$ cat src/hdl/setq_pkg.sv
// ============================================================================
// setq_pkg
// shared widths, codes and structs of the sorted expiry timer queue
// ============================================================================
package setq_pkg;

    localparam int DEPTH  = 16;
    localparam int IDX_W  = (DEPTH > 1) ? $clog2(DEPTH) : 1;
    localparam int CNT_W  = $clog2(DEPTH + 1);

    localparam int MODE_W = 2;
    localparam int ID_W   = 16;
    localparam int MIN_W  = 16;
    localparam int STAT_W = 3;
    localparam int OCC_W  = 5;

    localparam logic [MODE_W-1:0] MODE_INSERT = 2'd0;
    localparam logic [MODE_W-1:0] MODE_POP    = 2'd1;
    localparam logic [MODE_W-1:0] MODE_REMOVE = 2'd2;
    localparam logic [MODE_W-1:0] MODE_TICK   = 2'd3;

    localparam logic [STAT_W-1:0] ST_OK       = 3'd0;
    localparam logic [STAT_W-1:0] ST_EXPIRED  = 3'd1;
    localparam logic [STAT_W-1:0] ST_FULL     = 3'd2;
    localparam logic [STAT_W-1:0] ST_EMPTY    = 3'd3;
    localparam logic [STAT_W-1:0] ST_NOTFOUND = 3'd4;

    // slot read address select
    localparam logic [1:0] RD_HEAD = 2'd0;
    localparam logic [1:0] RD_PREV = 2'd1;
    localparam logic [1:0] RD_CUR  = 2'd2;
    localparam logic [1:0] RD_NEXT = 2'd3;

    // slot write data select
    localparam logic [1:0] WR_SHIFT = 2'd0;
    localparam logic [1:0] WR_NEW   = 2'd1;
    localparam logic [1:0] WR_DEC   = 2'd2;

    // scan index update
    localparam logic [2:0] IDX_HOLD  = 3'd0;
    localparam logic [2:0] IDX_ZERO  = 3'd1;
    localparam logic [2:0] IDX_COUNT = 3'd2;
    localparam logic [2:0] IDX_INC   = 3'd3;
    localparam logic [2:0] IDX_DEC   = 3'd4;

    // entry count update
    localparam logic [1:0] CNT_HOLD = 2'd0;
    localparam logic [1:0] CNT_INC  = 2'd1;
    localparam logic [1:0] CNT_DEC  = 2'd2;

    typedef struct packed {
        logic [MODE_W-1:0] mode;
        logic [ID_W-1:0]   item_id;
        logic [MIN_W-1:0]  minutes;
    } in_item_t;

    typedef struct packed {
        logic [STAT_W-1:0] status;
        logic              has_item;
        logic [ID_W-1:0]   out_id;
        logic [MIN_W-1:0]  out_minutes;
        logic [OCC_W-1:0]  occupancy;
        logic              last;
    } out_item_t;

    typedef struct packed {
        logic              load_in;
        logic [1:0]        rd_sel;
        logic              wr_en;
        logic [1:0]        wr_sel;
        logic [2:0]        idx_op;
        logic [1:0]        cnt_op;
        logic              cap;
        logic              out_load;
        logic [STAT_W-1:0] out_status;
        logic              out_has;
        logic              out_last;
    } ctl_cmd_t;

    typedef struct packed {
        logic [MODE_W-1:0] mode;
        logic              empty;
        logic              full;
        logic              count_one;
        logic              idx_zero;
        logic              at_end;
        logic              rd_gt;
        logic              rd_match;
        logic              head_zero;
        logic              next_nonzero;
        logic              out_free;
    } dp_stat_t;

endpackage

$ cat src/hdl/setq_req_if.sv
// ============================================================================
// setq_req_if
// request channel: valid/ready with one queue command per beat
// ============================================================================
interface setq_req_if;
    import setq_pkg::*;

    logic     valid;
    logic     ready;
    in_item_t data;

    modport source (output valid, output data, input ready);
    modport sink (input valid, input data, output ready);
endinterface

$ cat src/hdl/setq_res_if.sv
// ============================================================================
// setq_res_if
// result channel: valid/ready with one queue result per beat
// ============================================================================
interface setq_res_if;
    import setq_pkg::*;

    logic      valid;
    logic      ready;
    out_item_t data;

    modport source (output valid, output data, input ready);
    modport sink (input valid, input data, output ready);
endinterface

$ cat src/hdl/setq_datapath.sv
// ============================================================================
// setq_datapath
// slot registers, scan index, entry count, capture and result registers
// ============================================================================
module setq_datapath (
    input  logic                clk,
    input  logic                rst_n,
    input  setq_pkg::in_item_t  in_item,
    input  setq_pkg::ctl_cmd_t  cmd,
    input  logic                out_ready,
    output setq_pkg::dp_stat_t  stat,
    output logic                out_valid,
    output setq_pkg::out_item_t out_item
);
    import setq_pkg::*;

    logic [ID_W-1:0]  slot_ids_reg [DEPTH];
    logic [MIN_W-1:0] slot_min_reg [DEPTH];

    logic [CNT_W-1:0] count_reg;
    logic [CNT_W-1:0] count_next;
    logic [IDX_W-1:0] idx_reg;
    logic [IDX_W-1:0] idx_next;
    in_item_t         req_reg;
    logic [ID_W-1:0]  cap_id_reg;
    logic [MIN_W-1:0] cap_min_reg;
    logic             out_valid_reg;
    out_item_t        out_item_reg;

    logic [IDX_W-1:0] rd_addr;
    logic [ID_W-1:0]  rd_id;
    logic [MIN_W-1:0] rd_min;
    logic [ID_W-1:0]  wr_id;
    logic [MIN_W-1:0] wr_min;
    logic [CNT_W-1:0] idx_ext;
    logic             out_free;

    always_comb
    begin
        case (cmd.rd_sel)
            RD_HEAD: rd_addr = '0;
            RD_PREV: rd_addr = idx_reg - IDX_W'(1);
            RD_CUR:  rd_addr = idx_reg;
            RD_NEXT: rd_addr = idx_reg + IDX_W'(1);
            default: rd_addr = idx_reg;
        endcase
    end

    assign rd_id  = slot_ids_reg[rd_addr];
    assign rd_min = slot_min_reg[rd_addr];

    always_comb
    begin
        case (cmd.wr_sel)
            WR_SHIFT:
            begin
                wr_id  = rd_id;
                wr_min = rd_min;
            end
            WR_NEW:
            begin
                wr_id  = req_reg.item_id;
                wr_min = req_reg.minutes;
            end
            WR_DEC:
            begin
                wr_id  = rd_id;
                wr_min = (rd_min == '0) ? '0 : rd_min - MIN_W'(1);
            end
            default:
            begin
                wr_id  = rd_id;
                wr_min = rd_min;
            end
        endcase
    end

    always_comb
    begin
        case (cmd.idx_op)
            IDX_HOLD:  idx_next = idx_reg;
            IDX_ZERO:  idx_next = '0;
            IDX_COUNT: idx_next = count_reg[IDX_W-1:0];
            IDX_INC:   idx_next = idx_reg + IDX_W'(1);
            IDX_DEC:   idx_next = idx_reg - IDX_W'(1);
            default:   idx_next = idx_reg;
        endcase
    end

    always_comb
    begin
        case (cmd.cnt_op)
            CNT_HOLD: count_next = count_reg;
            CNT_INC:  count_next = count_reg + CNT_W'(1);
            CNT_DEC:  count_next = count_reg - CNT_W'(1);
            default:  count_next = count_reg;
        endcase
    end

    assign idx_ext  = CNT_W'(idx_reg);
    assign out_free = !out_valid_reg || out_ready;

    always_comb
    begin
        stat.mode         = req_reg.mode;
        stat.empty        = (count_reg == '0);
        stat.full         = (count_reg == CNT_W'(DEPTH));
        stat.count_one    = (count_reg == CNT_W'(1));
        stat.idx_zero     = (idx_reg == '0);
        stat.at_end       = ((idx_ext + CNT_W'(1)) >= count_reg);
        stat.rd_gt        = (rd_min > req_reg.minutes);
        stat.rd_match     = (rd_id == req_reg.item_id);
        stat.head_zero    = (slot_min_reg[0] == '0);
        stat.next_nonzero = (slot_min_reg[1] != '0);
        stat.out_free     = out_free;
    end

    always_ff @(posedge clk or negedge rst_n)
    begin
        if (!rst_n)
        begin
            count_reg     <= '0;
            idx_reg       <= '0;
            out_valid_reg <= 1'b0;
        end
        else
        begin
            count_reg <= count_next;
            idx_reg   <= idx_next;
            if (cmd.out_load)
            begin
                out_valid_reg <= 1'b1;
            end
            else if (out_ready)
            begin
                out_valid_reg <= 1'b0;
            end
        end
    end

    always_ff @(posedge clk)
    begin
        if (cmd.wr_en)
        begin
            slot_ids_reg[idx_reg] <= wr_id;
            slot_min_reg[idx_reg] <= wr_min;
        end
        if (cmd.load_in)
        begin
            req_reg <= in_item;
        end
        if (cmd.cap)
        begin
            cap_id_reg  <= rd_id;
            cap_min_reg <= rd_min;
        end
        if (cmd.out_load)
        begin
            out_item_reg.status      <= cmd.out_status;
            out_item_reg.has_item    <= cmd.out_has;
            out_item_reg.out_id      <= cmd.out_has ? cap_id_reg : '0;
            out_item_reg.out_minutes <= cmd.out_has ? cap_min_reg : '0;
            out_item_reg.occupancy   <= OCC_W'(count_reg - CNT_W'(cmd.out_has));
            out_item_reg.last        <= cmd.out_last;
        end
    end

    assign out_valid = out_valid_reg;
    assign out_item  = out_item_reg;

endmodule

$ cat src/hdl/setq_controller.sv
// ============================================================================
// setq_controller
// sequencer for insert, pop, remove and tick over the slot registers
// ============================================================================
module setq_controller (
    input  logic               clk,
    input  logic               rst_n,
    input  logic               in_valid,
    input  setq_pkg::dp_stat_t stat,
    output logic               in_ready,
    output setq_pkg::ctl_cmd_t cmd
);
    import setq_pkg::*;

    localparam logic [2:0] S_IDLE = 3'd0;
    localparam logic [2:0] S_DISP = 3'd1;
    localparam logic [2:0] S_INS  = 3'd2;
    localparam logic [2:0] S_SRCH = 3'd3;
    localparam logic [2:0] S_DEC  = 3'd4;
    localparam logic [2:0] S_CHK  = 3'd5;
    localparam logic [2:0] S_RESP = 3'd6;
    localparam logic [2:0] S_DROP = 3'd7;

    logic [2:0]        state_reg;
    logic [2:0]        state_next;
    logic [STAT_W-1:0] resp_status_reg;
    logic [STAT_W-1:0] resp_status_next;
    logic              resp_has_reg;
    logic              resp_has_next;
    logic              resp_last_reg;
    logic              resp_last_next;
    logic              emitted_reg;
    logic              emitted_next;

    always_comb
    begin
        state_next       = state_reg;
        resp_status_next = resp_status_reg;
        resp_has_next    = resp_has_reg;
        resp_last_next   = resp_last_reg;
        emitted_next     = emitted_reg;
        in_ready         = 1'b0;
        cmd              = '0;
        cmd.rd_sel       = RD_CUR;
        cmd.wr_sel       = WR_SHIFT;
        cmd.idx_op       = IDX_HOLD;
        cmd.cnt_op       = CNT_HOLD;
        cmd.out_status   = resp_status_reg;
        cmd.out_has      = resp_has_reg;
        cmd.out_last     = resp_last_reg;

        case (state_reg)
            S_IDLE:
            begin
                in_ready = 1'b1;
                if (in_valid)
                begin
                    cmd.load_in = 1'b1;
                    state_next  = S_DISP;
                end
            end
            S_DISP:
            begin
                resp_has_next  = 1'b0;
                resp_last_next = 1'b1;
                case (stat.mode)
                    MODE_INSERT:
                    begin
                        if (stat.full)
                        begin
                            resp_status_next = ST_FULL;
                            state_next       = S_RESP;
                        end
                        else
                        begin
                            cmd.idx_op = IDX_COUNT;
                            state_next = S_INS;
                        end
                    end
                    MODE_POP:
                    begin
                        if (stat.empty)
                        begin
                            resp_status_next = ST_EMPTY;
                        end
                        else
                        begin
                            cmd.rd_sel       = RD_HEAD;
                            cmd.cap          = 1'b1;
                            cmd.idx_op       = IDX_ZERO;
                            resp_status_next = ST_OK;
                            resp_has_next    = 1'b1;
                        end
                        state_next = S_RESP;
                    end
                    MODE_REMOVE:
                    begin
                        if (stat.empty)
                        begin
                            resp_status_next = ST_EMPTY;
                            state_next       = S_RESP;
                        end
                        else
                        begin
                            cmd.idx_op = IDX_ZERO;
                            state_next = S_SRCH;
                        end
                    end
                    default:
                    begin
                        if (stat.empty)
                        begin
                            resp_status_next = ST_OK;
                            state_next       = S_RESP;
                        end
                        else
                        begin
                            cmd.idx_op   = IDX_ZERO;
                            emitted_next = 1'b0;
                            state_next   = S_DEC;
                        end
                    end
                endcase
            end
            S_INS:
            begin
                cmd.rd_sel = RD_PREV;
                cmd.wr_en  = 1'b1;
                if (!stat.idx_zero && stat.rd_gt)
                begin
                    cmd.wr_sel = WR_SHIFT;
                    cmd.idx_op = IDX_DEC;
                end
                else
                begin
                    cmd.wr_sel       = WR_NEW;
                    cmd.cnt_op       = CNT_INC;
                    resp_status_next = ST_OK;
                    resp_has_next    = 1'b0;
                    resp_last_next   = 1'b1;
                    state_next       = S_RESP;
                end
            end
            S_SRCH:
            begin
                cmd.rd_sel = RD_CUR;
                if (stat.rd_match)
                begin
                    cmd.cap          = 1'b1;
                    resp_status_next = ST_OK;
                    resp_has_next    = 1'b1;
                    resp_last_next   = 1'b1;
                    state_next       = S_RESP;
                end
                else if (stat.at_end)
                begin
                    resp_status_next = ST_NOTFOUND;
                    resp_has_next    = 1'b0;
                    resp_last_next   = 1'b1;
                    state_next       = S_RESP;
                end
                else
                begin
                    cmd.idx_op = IDX_INC;
                end
            end
            S_DEC:
            begin
                cmd.rd_sel = RD_CUR;
                cmd.wr_en  = 1'b1;
                cmd.wr_sel = WR_DEC;
                if (stat.at_end)
                begin
                    state_next = S_CHK;
                end
                else
                begin
                    cmd.idx_op = IDX_INC;
                end
            end
            S_CHK:
            begin
                if (!stat.empty && stat.head_zero)
                begin
                    cmd.rd_sel       = RD_HEAD;
                    cmd.cap          = 1'b1;
                    cmd.idx_op       = IDX_ZERO;
                    emitted_next     = 1'b1;
                    resp_status_next = ST_EXPIRED;
                    resp_has_next    = 1'b1;
                    resp_last_next   = stat.count_one || stat.next_nonzero;
                    state_next       = S_RESP;
                end
                else if (!emitted_reg)
                begin
                    resp_status_next = ST_OK;
                    resp_has_next    = 1'b0;
                    resp_last_next   = 1'b1;
                    state_next       = S_RESP;
                end
                else
                begin
                    state_next = S_IDLE;
                end
            end
            S_RESP:
            begin
                if (stat.out_free)
                begin
                    cmd.out_load = 1'b1;
                    state_next   = resp_has_reg ? S_DROP : S_IDLE;
                end
            end
            S_DROP:
            begin
                cmd.rd_sel = RD_NEXT;
                if (stat.at_end)
                begin
                    cmd.cnt_op = CNT_DEC;
                    state_next = (stat.mode == MODE_TICK) ? S_CHK : S_IDLE;
                end
                else
                begin
                    cmd.wr_en  = 1'b1;
                    cmd.wr_sel = WR_SHIFT;
                    cmd.idx_op = IDX_INC;
                end
            end
            default:
            begin
                state_next = S_IDLE;
            end
        endcase
    end

    always_ff @(posedge clk or negedge rst_n)
    begin
        if (!rst_n)
        begin
            state_reg       <= S_IDLE;
            resp_status_reg <= ST_OK;
            resp_has_reg    <= 1'b0;
            resp_last_reg   <= 1'b1;
            emitted_reg     <= 1'b0;
        end
        else
        begin
            state_reg       <= state_next;
            resp_status_reg <= resp_status_next;
            resp_has_reg    <= resp_has_next;
            resp_last_reg   <= resp_last_next;
            emitted_reg     <= emitted_next;
        end
    end

endmodule

$ cat src/hdl/sorted_expiry_timer_queue.sv
// ============================================================================
// sorted_expiry_timer_queue
// timer queue of up to DEPTH id/minutes entries, sorted by minutes
// ============================================================================
// request carries mode, item_id and minutes; result carries status, has_item,
// out_id, out_minutes, occupancy and last. both are valid/ready channels.
// one request is taken at a time; it gives one result beat, except a tick
// that expires entries, which gives one beat per expired entry with last
// set on the final one.
// the sequencer walks the slots one entry per cycle through the slot
// read/write port: insert shifts entries with more minutes up a slot, then
// writes the new entry; pop takes the head and shifts the rest down; remove
// searches from the head and, if found, shifts the later entries down; tick
// lowers the minutes of every entry, not below zero, then pops entries with
// zero minutes from the head. errors and an empty tick skip the walk.
// the result register lets a new request be taken while the last beat of
// the previous one waits; a stalled result holds the sequencer at its next
// result beat. reset empties the queue at once; slots need no clearing.
// ============================================================================
module sorted_expiry_timer_queue (
    input logic        clk,
    input logic        rst_n,
    setq_req_if.sink   request,
    setq_res_if.source result
);
    import setq_pkg::*;

    ctl_cmd_t  cmd;
    dp_stat_t  stat;
    logic      in_ready;
    logic      out_valid;
    out_item_t out_item;

    setq_controller u_controller (
        .clk      (clk),
        .rst_n    (rst_n),
        .in_valid (request.valid),
        .stat     (stat),
        .in_ready (in_ready),
        .cmd      (cmd)
    );

    setq_datapath u_datapath (
        .clk       (clk),
        .rst_n     (rst_n),
        .in_item   (request.data),
        .cmd       (cmd),
        .out_ready (result.ready),
        .stat      (stat),
        .out_valid (out_valid),
        .out_item  (out_item)
    );

    assign request.ready = in_ready;
    assign result.valid  = out_valid;
    assign result.data   = out_item;

endmodule

$ cat src/flat_wrapper.sv
// flat-port wrapper written by rule: the top's interface ports become plain ports
module sorted_expiry_timer_queue_flat import setq_pkg::*;
  (clk, rst_n, request_valid, request_data, request_ready, result_valid, result_data, result_ready);
  setq_req_if request_i ();
  setq_res_if result_i ();
  input logic clk;
  input logic rst_n;
  input wire logic [$bits(request_i.valid)-1:0] request_valid;
  input wire logic [$bits(request_i.data)-1:0] request_data;
  output wire logic [$bits(request_i.ready)-1:0] request_ready;
  output wire logic [$bits(result_i.valid)-1:0] result_valid;
  output wire logic [$bits(result_i.data)-1:0] result_data;
  input wire logic [$bits(result_i.ready)-1:0] result_ready;
  assign request_i.valid = request_valid;
  assign request_i.data = request_data;
  assign request_ready = request_i.ready;
  assign result_valid = result_i.valid;
  assign result_data = result_i.data;
  assign result_i.ready = result_ready;
  sorted_expiry_timer_queue u_core (.clk(clk), .rst_n(rst_n), .request(request_i), .result(result_i));
endmodule
$ cat config.mk
export PLATFORM = sky130hd
export DESIGN_NAME = sorted_expiry_timer_queue_flat
export DESIGN_NICKNAME = d
export VERILOG_FILES = /design/src/hdl/setq_pkg.sv /design/src/hdl/setq_req_if.sv /design/src/hdl/setq_res_if.sv /design/src/hdl/setq_datapath.sv /design/src/hdl/setq_controller.sv /design/src/hdl/sorted_expiry_timer_queue.sv /design/src/flat_wrapper.sv
export SDC_FILE = /design/constraint.sdc
export NUM_CORES = 1
export LEC_CHECK = 0
export ABC_AREA = 1
export BUFFER_PORTS_ARGS = -buffer_cell sky130_fd_sc_hd__buf_2
export CORE_MARGIN = 1.5
export CORE_UTILIZATION = 25
export CTS_CLUSTER_DIAMETER = 200
export DETAILED_ROUTE_END_ITERATION = 16
export SKIP_LAST_GASP = 1
export SLEW_MARGIN = 20
export SYNTH_ARGS = -nofsm -noshare
export SYNTH_HDL_FRONTEND = slang
export SYNTH_HIERARCHICAL = 1
export SYNTH_SLANG_ARGS = --single-unit
$ cat constraint.sdc
create_clock -name clk -period 5.8 [get_ports clk]
set_input_delay 1.16 -clock clk [delete_from_list [all_inputs] [get_ports clk]]
set_output_delay 1.16 -clock clk [all_outputs]
set_load 0.01 [all_outputs]
==> results.yml <==
outcome:
  status: "completed"
clocking:
  clock-root-buffer: "clkbuf_16"
  path_clk_slew_ns: 0.06
  cts_max_path_buffers: 3
  clock_latency_ns: 0.63
  htree_levels: 3
  numCtsBuffers: 66
  cts_tree: "built"
  cts.sinks: 639
worst_setup_path:
  rr_endpoint: "u_core/u_datapath/slot_min_reg[12][3]"
  cp_slowest_cell: "nor4_4"
  r2r_start: "u_core/u_datapath/slot_min_reg[0][4]"
  required_ns: 6.17
  crit_type: "register to register"
  cpPeakStageDelay_ns: 0.44
  reg2reg_slack_ns: 0.34
  arrival_ns: 5.83
  cp_max_fo: 16
  reg2reg_depth: 32
  worstSetupEndpointType: "register"
  start_kind: "register"
grt:
  grt_overflow_total: 0
  grt_pass1_wl_um: 119000
  antenna_found_initial: 0
  track_usage_pct: 13.5
  grt_pass1_vias: 19000
  grt_max_degree: 90
layout:
  nNetsFinal: 2798
  final_util_pct: 30.6
  layoutNonFillerInstCount: 4266
  drive_gt1_share_pct: 17.2
  syn2layout_area_growth_pct: 21.2
  n_antenna_cell: 0
route:
  drt-initial-drc-count: 1965
  firstDrtPassIters: 7
  vias: 19900
  route.detailed.drc: 0
  avgRoutedWirePerCell_um: 18.9
  viasPerCell: 4.67
  wirelength_um: 80600
  antenna_left: 0
timing:
  worst_pin_slew_ns: 0.845
  period_share_pct: 94.1
  fin_crit_ns: 5.46
  skew_ns: 0.0446
  hold_violations: 0
  hold_ws_ns: 0.458
  slew_violations: 0
  max_slew_margin_pct: 43.5
  setup_viol: 0
  fmax_mhz: 183
  rsz0062_at_grt: "true"
yosys:
  ys_ff_latch: 639
  yosysTopAreaCell: "edfxtp_1"
  synth_cell_types: 42
  yosysMostFrequentCell: "edfxtp_1"
  async_flop_share_pct: 2.97
  synth_fp_nets: 2584
  yosysSeqAreaShare_pct: 67.3
  netlist.area_leader.share_pct: 65.6
  syn-cell-area_um2: 28400
  synth_edf_count: 620
  synth.avg_cell_area_um2: 11.3
  ys.flop_type: "edfxtp_1"
  ys_warn_count: 6
  ys_top_cells_by_count: "620 x edfxtp_1, 513 x nand2_1, 289 x nand3_1, 273 x inv_1, 114 x a21oi_1"
  synth_area_leaders: "edfxtp_1 66%, nand2_1 6.8%, nand3_1 5.1%"
  synth_cells: 2509
floorplanning:
  ios: 82
  die_area_um2: 116000
  rows: 123
  fp.coreArea_um2: 112000
  die_w_um: 340
  initial_core_util_pct: 25.2
  die_h_um: 340
placed_design:
  gp_congestion: 0.898
  dp.cells: 4144
  portBuffers: 81
  dpl.hpwl_um: 47500
hold_path:
  hold_start: "u_core/u_controller/resp_status_reg[2]"
  hold_class: "register to register"
  hold_depth: 0
  whs_endpoint: "u_core/u_datapath/out_item[41]"
job:
  max_cap_violations: 0
-- per-stage QoR --
stage / cell area [µm²] / setup TNS (ns) / worst slack (ns)
3_5_place_dp: 31900 / -106.03 / -0.804
5_1_grt: 34400 / -0.0833 / -0.0611
3_3_place_gp: 31900 / -86.86 / -0.703
6_report: 34400 / 0 / 0.340
4_1_cts: 34000 / 0 / 0.0452
2_1_floorplan: 28400 / 0 / 0.306
-- cells in the final DEF (no fill, tap or decap), types with 4 or more instances in the layout --
cell	Yosys	routed
o221ai_1	23	23
nand2_1	513	502
clkbuf_16	0	71
nor2_2	9	13
a21oi_2	0	4
buf_4	21	167
buf_12	0	23
xor2_1	19	16
buf_2	79	82
nor3_1	12	9
o21ai_0	108	106
nand3b_1	52	52
clkinv_1	0	12
nor4_1	6	4
nand4_1	9	9
nand2_2	9	18
ha_1	37	37
a21oi_4	1	7
nand3_1	289	284
nand3_2	5	7
o211ai_1	105	105
nor2_4	3	20
inv_1	273	273
inv_2	11	11
dfrtp_1	18	17
buf_6	7	8
clkinv_2	0	4
clkbuf_1	31	13
edfxtp_1	620	620
nor2_1	97	76
a21oi_1	114	104
o21ai_1	11	13
-- cells by family after synthesis --
| logic type | after synthesis | share of synthesized area (%) |
|---|---|---|
| buf+inv | 428 | 6.48 |
| simple gates | 1010 | 15.9 |
| xor+xnor | 22 | 0.679 |
| flops | 639 | 67.3 |
| fa+ha+maj | 37 | 1.63 |
| compound gates | 373 | 7.97 |
-- critical path, delay by kind of cell, from the launching register on --
kind,cells,cell delay (ns)
AND/OR/NAND/NOR,16,2.18
adder cells (fa/ha/maj),2,0.41
flip-flops,1,0.43
buffers and inverters,9,1.34
AO/OA/AOI/OAI,5,0.78
-- area by class of cell --
cell class / count / area, µm²
inverters: 285 / 1070
repair buffers: 289 / 2420
clock buffers: 84 / 1790
well taps: 1500 / 1880
flip-flops and latches: 639 / 19100
fillers: 11300 / 78100
clock inverters: 27 / 288
multi-input cells: 1442 / 7830
-- repair_timing --
| item | CTS | global route |
|---|---|---|
| hold buffers | 0 | 0 |
| cloned | 0 | 4 |
| pin swaps | 1 | 12 |
| setup buffers | 0 | 7 |
| endpoints found under the setup margin | 546 | 516 |
| gates resized for setup | 17 | 57 |
-- layer usage --
layer  up-vias  track usage [%]  wire (µm)
li1       9218                -          -
met4         0             3.52       1650
met3       127             2.06       6480
met2       853             20.9      36500
met5         -                0          0
met1      9719             19.5      36000
-- worst max path at each step --
stage	start	end
finish	u_core/u_datapath/slot_min_reg[0][4]	u_core/u_datapath/slot_min_reg[12][3]
global route	u_core/u_datapath/slot_min_reg[0][4]	u_core/u_datapath/idx_reg[2]
CTS	u_core/u_datapath/slot_min_reg[0][15]	u_core/u_datapath/slot_min_reg[11][3]
detailed placement	u_core/u_datapath/slot_min_reg[0][4]	u_core/u_datapath/slot_min_reg[14][11]
global placement	u_core/u_datapath/slot_min_reg[0][4]	u_core/u_datapath/slot_min_reg[11][11]
floorplan	u_core/u_datapath/count_reg[0]	u_core/u_datapath/slot_min_reg[0][1]
Power is left out: the tool's default activity adds up to more than one toggle a clock period on the data nets, which glitch-free logic cannot reach.
